<file path="config.mk">
export PLATFORM = sky130hd
export DESIGN_NAME = rotated_rgb565_alpha_blit
export DESIGN_NICKNAME = d
export VERILOG_FILES = /design/src/rtl/rrab_pkg.sv /design/src/rtl/rotated_rgb565_alpha_blit.sv
export VERILOG_INCLUDE_DIRS = /design/src /design/src/rtl
export SDC_FILE = /design/constraint.sdc
export NUM_CORES = 1
export LEC_CHECK = 0
export BUFFER_PORTS_ARGS = -buffer_cell sky130_fd_sc_hd__buf_2
export CAP_MARGIN = 20
export CORE_UTILIZATION = 40
export DETAILED_ROUTE_END_ITERATION = 6
export PLACE_DENSITY = 0.6
export SYNTH_ARGS = -nofsm -noshare
export SYNTH_HDL_FRONTEND = slang
export SYNTH_SLANG_ARGS = --single-unit
</file>
<file path="constraint.sdc">
create_clock -name clk -period 5.3 [get_ports clk]
set_input_delay 0.795 -clock clk [delete_from_list [all_inputs] [get_ports clk]]
set_output_delay 0.795 -clock clk [all_outputs]
set_load 0.1 [all_outputs]
</file>
<file path="src/rtl/assert_macros.svh">
// ----------------------------------------------------------------------------
// Assertion macros
// Shared property shorthands. Each use expects clk and rst_n in scope.
// ----------------------------------------------------------------------------
`ifndef ASSERT_MACROS_SVH
`define ASSERT_MACROS_SVH

// Antecedent implies consequent in the same cycle.
`define ASSERT_IMPLY(lbl, ante, cons) \
    lbl: assert property (@(posedge clk) disable iff (!rst_n) (ante) |-> (cons)) \
        else $error("same-cycle implication failed");

// Antecedent implies consequent in the cycle after.
`define ASSERT_NEXT(lbl, ante, cons) \
    lbl: assert property (@(posedge clk) disable iff (!rst_n) (ante) |=> (cons)) \
        else $error("next-cycle implication failed");

`endif

</file>
<file path="src/rtl/rrab_pkg.sv">
// ----------------------------------------------------------------------------
// rrab_pkg
// Constants and channel widening helpers for the rotated RGB565 blit.
// ----------------------------------------------------------------------------
`timescale 1ns / 1ps

package rrab_pkg;

    // Default landscape view
    localparam int VIEW_WIDTH_DEF  = 1280;
    localparam int VIEW_HEIGHT_DEF = 720;

    // Register indexes
    localparam logic [1:0] CFG_FG_COLOR = 2'd0;
    localparam logic [1:0] CFG_ORIGIN_X = 2'd1;
    localparam logic [1:0] CFG_ORIGIN_Y = 2'd2;

    localparam logic [15:0] FG_COLOR_RST = 16'hFFFF;

    // Coverage thresholds
    localparam logic [7:0] ALPHA_MAX    = 8'd255;
    localparam logic [7:0] ALPHA_OPAQUE = 8'd250;

    // floor(c*255/31) and floor(c*255/63) as reciprocal multiplies, shift 22
    localparam int          WIDEN_SHIFT = 22;
    localparam logic [31:0] WIDEN5_MUL  = 32'd34501755;  // 255 * ceil(2^22/31)
    localparam logic [31:0] WIDEN6_MUL  = 32'd16977135;  // 255 * ceil(2^22/63)

    typedef struct packed {
        logic [7:0] r;
        logic [7:0] g;
        logic [7:0] b;
    } rgb888_t;

    function automatic logic [7:0] widen5(input logic [4:0] c);
        logic [31:0] prod;
        prod = 32'(c) * WIDEN5_MUL;
        return prod[WIDEN_SHIFT+7:WIDEN_SHIFT];
    endfunction

    function automatic logic [7:0] widen6(input logic [5:0] c);
        logic [31:0] prod;
        prod = 32'(c) * WIDEN6_MUL;
        return prod[WIDEN_SHIFT+7:WIDEN_SHIFT];
    endfunction

    function automatic rgb888_t widen565(input logic [15:0] p);
        rgb888_t w;
        w.r = widen5(p[15:11]);
        w.g = widen6(p[10:5]);
        w.b = widen5(p[4:0]);
        return w;
    endfunction

endpackage

</file>
<file path="src/rtl/rotated_rgb565_alpha_blit.sv">
// ----------------------------------------------------------------------------
// rotated_rgb565_alpha_blit
// Places coverage samples of a text bitmap into a rotated RGB565 framebuffer.
// ----------------------------------------------------------------------------
// Usage:
//   Input channel (in_valid/in_ready): one coverage sample per transfer with
//   its bitmap col/row, coverage and the current background pixel.
//   Output channel (out_valid/out_ready): exactly one framebuffer write per
//   sample; write_enable low (address and pixel zero) for zero coverage or a
//   position outside the landscape view.
//   Config channel (cfg_valid/cfg_ready): cfg_ready is always high; index 0
//   fg_color, 1 origin_x, 2 origin_y, index 3 is ignored. Write only while
//   the pipeline is empty.
//   Three register stages (widen, multiply, add) lie between the input
//   transfer and out_valid; one sample per clock while out_ready is high.
//   Reset: pipeline empties, fg_color returns to white, origins to zero.
//   Stall: each stage holds while its successor is full and not advancing; a
//   stalled output keeps the input side open until all three stages fill.
// ----------------------------------------------------------------------------
`timescale 1ns / 1ps
`include "assert_macros.svh"

module rotated_rgb565_alpha_blit #(
    parameter int VIEW_WIDTH  = rrab_pkg::VIEW_WIDTH_DEF,
    parameter int VIEW_HEIGHT = rrab_pkg::VIEW_HEIGHT_DEF
) (
    input  logic        clk,
    input  logic        rst_n,
    // configuration
    input  logic        cfg_valid,
    output logic        cfg_ready,
    input  logic [1:0]  cfg_index,
    input  logic [15:0] cfg_data,
    // samples
    input  logic        in_valid,
    output logic        in_ready,
    input  logic [10:0] col,
    input  logic [9:0]  row,
    input  logic [7:0]  coverage,
    input  logic [15:0] background,
    // framebuffer writes
    output logic        out_valid,
    input  logic        out_ready,
    output logic        write_enable,
    output logic [19:0] address,
    output logic [15:0] pixel
);

    localparam int X_W = $clog2(VIEW_WIDTH);
    localparam int Y_W = $clog2(VIEW_HEIGHT);

    // ------------------------------------------------------------------
    // Configuration registers
    // ------------------------------------------------------------------
    logic [15:0]        fg_color_reg;
    logic signed [11:0] origin_x_reg;
    logic signed [11:0] origin_y_reg;

    assign cfg_ready = 1'b1;

    always_ff @(posedge clk or negedge rst_n)
    begin
        if (!rst_n)
        begin
            fg_color_reg <= rrab_pkg::FG_COLOR_RST;
            origin_x_reg <= '0;
            origin_y_reg <= '0;
        end
        else if (cfg_valid)
        begin
            unique case (cfg_index)
                rrab_pkg::CFG_FG_COLOR: fg_color_reg <= cfg_data;
                rrab_pkg::CFG_ORIGIN_X: origin_x_reg <= cfg_data[11:0];
                rrab_pkg::CFG_ORIGIN_Y: origin_y_reg <= cfg_data[11:0];
                default: ;  // unused index: drop the write
            endcase
        end
    end

    // ------------------------------------------------------------------
    // Pipeline flow control: a stage advances when its successor is empty
    // or advancing itself.
    // ------------------------------------------------------------------
    logic s1_valid_reg;
    logic s2_valid_reg;
    logic out_valid_reg;
    logic s1_ready;
    logic s2_ready;
    logic s3_ready;

    assign s3_ready = !out_valid_reg || out_ready;
    assign s2_ready = !s2_valid_reg || s3_ready;
    assign s1_ready = !s1_valid_reg || s2_ready;
    assign in_ready = s1_ready;

    always_ff @(posedge clk or negedge rst_n)
    begin
        if (!rst_n)
        begin
            s1_valid_reg  <= 1'b0;
            s2_valid_reg  <= 1'b0;
            out_valid_reg <= 1'b0;
        end
        else
        begin
            if (s1_ready)
            begin
                s1_valid_reg <= in_valid;
            end
            if (s2_ready)
            begin
                s2_valid_reg <= s1_valid_reg;
            end
            if (s3_ready)
            begin
                out_valid_reg <= s2_valid_reg;
            end
        end
    end

    // ------------------------------------------------------------------
    // Stage 1: landscape position, coverage class, widen channels to 8 bits
    // ------------------------------------------------------------------
    logic signed [12:0]  s1_lx_reg;
    logic signed [12:0]  s1_ly_reg;
    logic [7:0]          s1_alpha_reg;
    logic                s1_opaque_reg;
    rrab_pkg::rgb888_t   s1_fg_reg;
    rrab_pkg::rgb888_t   s1_bg_reg;

    logic signed [12:0]  s1_lx_next;
    logic signed [12:0]  s1_ly_next;

    assign s1_lx_next = 13'(origin_x_reg) + $signed({2'b00, col});
    assign s1_ly_next = 13'(origin_y_reg) + $signed({3'b000, row});

    always_ff @(posedge clk)
    begin
        if (s1_ready && in_valid)
        begin
            s1_lx_reg     <= s1_lx_next;
            s1_ly_reg     <= s1_ly_next;
            s1_alpha_reg  <= coverage;
            s1_opaque_reg <= (coverage >= rrab_pkg::ALPHA_OPAQUE);
            s1_fg_reg     <= rrab_pkg::widen565(fg_color_reg);
            s1_bg_reg     <= rrab_pkg::widen565(background);
        end
    end

    // ------------------------------------------------------------------
    // Stage 2: clip, rotated row base, blend products
    // ------------------------------------------------------------------
    logic               s1_in_x;
    logic               s1_in_y;
    logic [7:0]         s1_inv_alpha;

    assign s1_in_x = !s1_lx_reg[12] && ({1'b0, s1_lx_reg[11:0]} < 13'(VIEW_WIDTH));
    assign s1_in_y = !s1_ly_reg[12] && ({1'b0, s1_ly_reg[11:0]} < 13'(VIEW_HEIGHT));
    assign s1_inv_alpha = rrab_pkg::ALPHA_MAX - s1_alpha_reg;

    logic               s2_we_reg;
    logic               s2_opaque_reg;
    logic [7:0]         s2_alpha_reg;
    logic [19:0]        s2_base_reg;
    logic [Y_W-1:0]     s2_revy_reg;
    logic [15:0]        s2_fr_reg;
    logic [15:0]        s2_fg_reg;
    logic [15:0]        s2_fb_reg;
    logic [15:0]        s2_br_reg;
    logic [15:0]        s2_bgr_reg;
    logic [15:0]        s2_bb_reg;

    always_ff @(posedge clk)
    begin
        if (s2_ready && s1_valid_reg)
        begin
            s2_we_reg     <= (s1_alpha_reg != '0) && s1_in_x && s1_in_y;
            s2_opaque_reg <= s1_opaque_reg;
            s2_alpha_reg  <= s1_alpha_reg;
            s2_base_reg   <= 20'(32'(s1_lx_reg[X_W-1:0]) * 32'(VIEW_HEIGHT));
            s2_revy_reg   <= Y_W'(VIEW_HEIGHT - 1) - s1_ly_reg[Y_W-1:0];
            s2_fr_reg     <= s1_fg_reg.r * s1_alpha_reg;
            s2_fg_reg     <= s1_fg_reg.g * s1_alpha_reg;
            s2_fb_reg     <= s1_fg_reg.b * s1_alpha_reg;
            s2_br_reg     <= s1_bg_reg.r * s1_inv_alpha;
            s2_bgr_reg    <= s1_bg_reg.g * s1_inv_alpha;
            s2_bb_reg     <= s1_bg_reg.b * s1_inv_alpha;
        end
    end

    // ------------------------------------------------------------------
    // Stage 3: sum, repack, final address; output register
    // ------------------------------------------------------------------
    logic [15:0] s2_sum_r;
    logic [15:0] s2_sum_g;
    logic [15:0] s2_sum_b;
    logic [15:0] s2_blend;
    logic [15:0] pixel_next;
    logic [19:0] address_next;

    assign s2_sum_r = s2_fr_reg + s2_br_reg;
    assign s2_sum_g = s2_fg_reg + s2_bgr_reg;
    assign s2_sum_b = s2_fb_reg + s2_bb_reg;
    // take the top bits of each >>8 result
    assign s2_blend = {s2_sum_r[15:11], s2_sum_g[15:10], s2_sum_b[15:11]};

    always_comb
    begin
        pixel_next   = '0;
        address_next = '0;
        if (s2_we_reg)
        begin
            address_next = s2_base_reg + 20'(s2_revy_reg);
            pixel_next   = s2_opaque_reg ? fg_color_reg : s2_blend;
        end
    end

    logic        write_enable_reg;
    logic [19:0] address_reg;
    logic [15:0] pixel_reg;

    always_ff @(posedge clk)
    begin
        if (s3_ready && s2_valid_reg)
        begin
            write_enable_reg <= s2_we_reg;
            address_reg      <= address_next;
            pixel_reg        <= pixel_next;
        end
    end

    assign out_valid    = out_valid_reg;
    assign write_enable = write_enable_reg;
    assign address      = address_reg;
    assign pixel        = pixel_reg;

    // ------------------------------------------------------------------
    // Assertions
    // ------------------------------------------------------------------
    `ASSERT_IMPLY(a_no_write_zero, out_valid_reg && !write_enable_reg,
                  (address_reg == '0) && (pixel_reg == '0))
    `ASSERT_IMPLY(a_full_when_blocked, !in_ready,
                  s1_valid_reg && s2_valid_reg && out_valid_reg)
    `ASSERT_IMPLY(a_we_needs_alpha, s2_valid_reg && s2_we_reg, s2_alpha_reg != '0)
    `ASSERT_NEXT(a_s1_advance, s1_valid_reg && s2_ready, s2_valid_reg)
    `ASSERT_NEXT(a_s2_advance, s2_valid_reg && s3_ready, out_valid_reg)

endmodule
</file>
==> results.yml <==
outcome:
  status: "complete, no violations"
clock_tree:
  cts_htree_levels: 2
  cts.hold.buffers_added: 0
  clock_tree.buffer_depth: 3
  post_cts_resized: 0
  cts_inserted_buffers: 36
  register_clock_pin_slew_on_the_reported_worst_setup_and_hold_paths_ns: 0.06
  tritoncts_num_sinks: 287
  clk-insertion-delay-late_ns: 0.58
  tritoncts: "yes"
  cts_setup_buffers: 0
  cell_chosen_for_the_clock_root: "sky130_fd_sc_hd__clkbuf_16"
grt:
  grt_busiest_layer: "met2"
  grt.overflow.total: 0
  antenna_violations_before_repair: 3
  groute.layer.met3.usage_pct: 1.65
  grt.total_usage_pct: 17.2
  grt_start_max_net_pins: 66
  grt_util_met1_pct: 22.4
  via_count_of_the_first_global_routing_pass: 23600
  wire_length_of_the_first_global_routing_pass_um: 120000
  global_route_track_usage_on_met2_pct: 30.7
placed_design:
  place_congestion: 0.855
  port_buffers: 106
  dp_hpwl_um: 57600
timing:
  final_min_period_over_clock_period_pct: 91.7
  finalCriticalPeriod_ns: 4.86
  worst_slew_pin_slew_ns: 1.06
  timing.fmax_mhz: 206
  timing.final.setup_violations: 0
  timing.setup.tns_ns: 0
  final_max_slew_viol_count: 0
  endpoints_failing_hold: 0
  skew_ns: 0.0447
  worst_slew_margin_rel_pct: 29.2
  grt_setup_unrepaired: "no"
synth:
  synthFlopType: "sky130_fd_sc_hd__edfxtp_1"
  number_of_library_cell_types_mapped_by_synthesis: 88
  synth-async-reset-ratio_pct: 15.0
  yosys_register_bits: 287
  yosysMostFrequentCell: "sky130_fd_sc_hd__ha_1"
  netlist_area_pre_place_um2: 33700
  synth.largest_area_cell: "sky130_fd_sc_hd__edfxtp_1"
  synthDominantCellAreaShare_pct: 21.7
  synth.net_count: 4252
  synth.cells.most_frequent: "sky130_fd_sc_hd__ha_1, sky130_fd_sc_hd__inv_1, sky130_fd_sc_hd__fa_1, sky130_fd_sc_hd__edfxtp_1, sky130_fd_sc_hd__nor2b_1"
  syn-instance-count: 3283
  synth.top_cells.by_area: "sky130_fd_sc_hd__edfxtp_1, sky130_fd_sc_hd__ha_1, sky130_fd_sc_hd__fa_1"
  number_of_synthesized_flops_with_an_enable_pin: 244
  yosysSeqAreaShare_pct: 25.0
  yosysWarningCount: 0
  syn_area_per_cell_um2: 10.3
routing:
  wl_per_cell_um: 15.8
  viasPerCell: 5.03
  dr.first_iter.drc_count: 904
  drt_pre_antenna_iters: 5
  dr_total_vias: 22700
  wl_um: 71400
  drtAntennaViolNets: 0
  post-route-drc-count: 0
layout:
  finish.net_count: 4366
  layout-drive-gt1-share_pct: 7.89
  layout.area.seq_um2: 8420
  multiInputGateArea_um2: 23000
  fillCellCount: 8000
  syn_to_final_growth_pct: 9.47
power:
  power_density_nw_per_um2: 529
  report.power.total_mw: 19.5
  vdd.ir_drop.worst_mv: 0.257
  power.static_leakage_nw: 17.8
die:
  dieWidth_um: 292
  die_y_um: 292
  initial_core_util_pct: 40.4
  ios: 108
  core_um2: 83600
  die-area_um2: 85500
  num_rows: 106
worst_hold_path:
  timing.hold.worst.class: "input port to asynchronous set/reset pin"
worst_setup_path:
  worst-endpoint-required_ns: 5.59
  cp_max_fo: 11
  cp_data_arrival_time_ns: 5.15
  timing.setup.critical_path_class: "register to register"
  timing.critical_path.to_type: "register"
  startpoint_type: "register"
run:
  cap_violations: 0
## metal layers
layer  share of wire [%]  wire [um]  up-vias
met4                 2.1       1520        0
met2                  49      35300      226
met3                 2.2       1590       84
met1                  46      33000    11100
li1                    -          -    11200
met5                   0          0        -
## metrics by stage
step	std cells	setup WS (ns)	cell area (um2)	utilization [%]	hold WS, ns
2_1_floorplan	3283	0.634	33700	-	0.400
3_3_place_gp	4438	0.540	35700	42.7	0.440
3_5_place_dp	4438	0.432	35700	42.7	0.454
4_1_cts	4503	0.391	36900	44.2	0.391
5_1_grt	4505	0.166	36900	44.2	0.0353
6_report	4506	0.439	36900	44.2	0.0487
## kinds of logic after synthesis
kind of cell	synth area share [%]
adders and majority gates	40.7
and+or+nand+nor	13.9
buffers and inverters	6.82
AOI/OAI and AO/OA	8.39
DFF	25.0
xor gates and xnor gates	4.00
muxes	1.21
other	0.0111
## critical path: stages, from the launching register on
cell and delay [ns]:
sky130_fd_sc_hd__edfxtp_1 0.64, sky130_fd_sc_hd__buf_4 0.23, sky130_fd_sc_hd__buf_4 0.18, sky130_fd_sc_hd__nand2_1 0.08, sky130_fd_sc_hd__fa_1 0.47, sky130_fd_sc_hd__fa_1 0.55
sky130_fd_sc_hd__inv_1 0.05, sky130_fd_sc_hd__fa_1 0.47, sky130_fd_sc_hd__inv_1 0.05, sky130_fd_sc_hd__fa_1 0.47, sky130_fd_sc_hd__inv_1 0.04, sky130_fd_sc_hd__ha_1 0.31
sky130_fd_sc_hd__a21boi_1 0.17, sky130_fd_sc_hd__o41ai_1 0.39, sky130_fd_sc_hd__o21ai_1 0.18, sky130_fd_sc_hd__o22ai_1 0.20, sky130_fd_sc_hd__xnor2_1 0.08
## cell type report
type                            instances  area share (%)
Sequential cell                       287            22.8
Tap cell                             1080            3.66
Timing Repair Buffer                  130            2.16
Clock buffer                           46            2.74
Inverter                              558            5.67
Clock inverter                         19           0.600
Multi-Input combinational cell       2384            62.3
Antenna cell                            2          0.0136
## cells in the final DEF (no fill, tap or decap), types with 16 or more instances in the layout
master                      count
sky130_fd_sc_hd__o21ai_0       79
sky130_fd_sc_hd__nor3_1        45
sky130_fd_sc_hd__nand3_1       54
sky130_fd_sc_hd__o21a_1        17
sky130_fd_sc_hd__a211oi_1      21
sky130_fd_sc_hd__and2_1       169
sky130_fd_sc_hd__dfrtp_1       27
sky130_fd_sc_hd__dfstp_2       16
sky130_fd_sc_hd__a21oi_1      127
sky130_fd_sc_hd__buf_2        106
sky130_fd_sc_hd__edfxtp_1     244
sky130_fd_sc_hd__nor2_1       111
sky130_fd_sc_hd__nand2_1      146
sky130_fd_sc_hd__mux2_2        30
sky130_fd_sc_hd__xnor2_1      112
sky130_fd_sc_hd__nor2b_1      187
sky130_fd_sc_hd__buf_4         17
sky130_fd_sc_hd__ha_1         576
sky130_fd_sc_hd__nand2b_1      51
sky130_fd_sc_hd__nand4_1       17
sky130_fd_sc_hd__fa_1         325
sky130_fd_sc_hd__and3_1        22
sky130_fd_sc_hd__inv_1        558
sky130_fd_sc_hd__xor2_1        42
sky130_fd_sc_hd__clkbuf_16     39
sky130_fd_sc_hd__a21o_1        57
## where the power goes
| group | switching [mW] | internal [mW] | leakage, nW | total (mW) |
|---|---|---|---|---|
| Combinational | 7.30 | 5.45 | 14.3 | 12.8 |
| Sequential | 0.479 | 3.74 | 2.87 | 4.22 |
| Clock | 1.07 | 1.48 | 0.591 | 2.55 |
## worst paths after layout
kind,cells past startpoint,endpoint,startpoint,slack [ns]
max in group asynchronous,2,fg_color_reg[7]$_DFFE_PN1P_,rst_n,4.73
max,16,s2_fg_reg[15]$_DFFE_PP_,s1_alpha_reg[4]$_DFFE_PP_,0.44
min,1,s2_valid_reg$_DFFE_PN0P_,rst_n,0.05
min reg2reg,0,s2_revy_reg[4]$_DFFE_PP_,s1_ly_reg[4]$_DFFE_PP_,0.46
min in group clk,1,s1_alpha_reg[3]$_DFFE_PP_,coverage[3],0.42
max reg2reg,16,s2_fg_reg[15]$_DFFE_PP_,s1_alpha_reg[4]$_DFFE_PP_,0.44
Power figures use the tool's default switching activity.
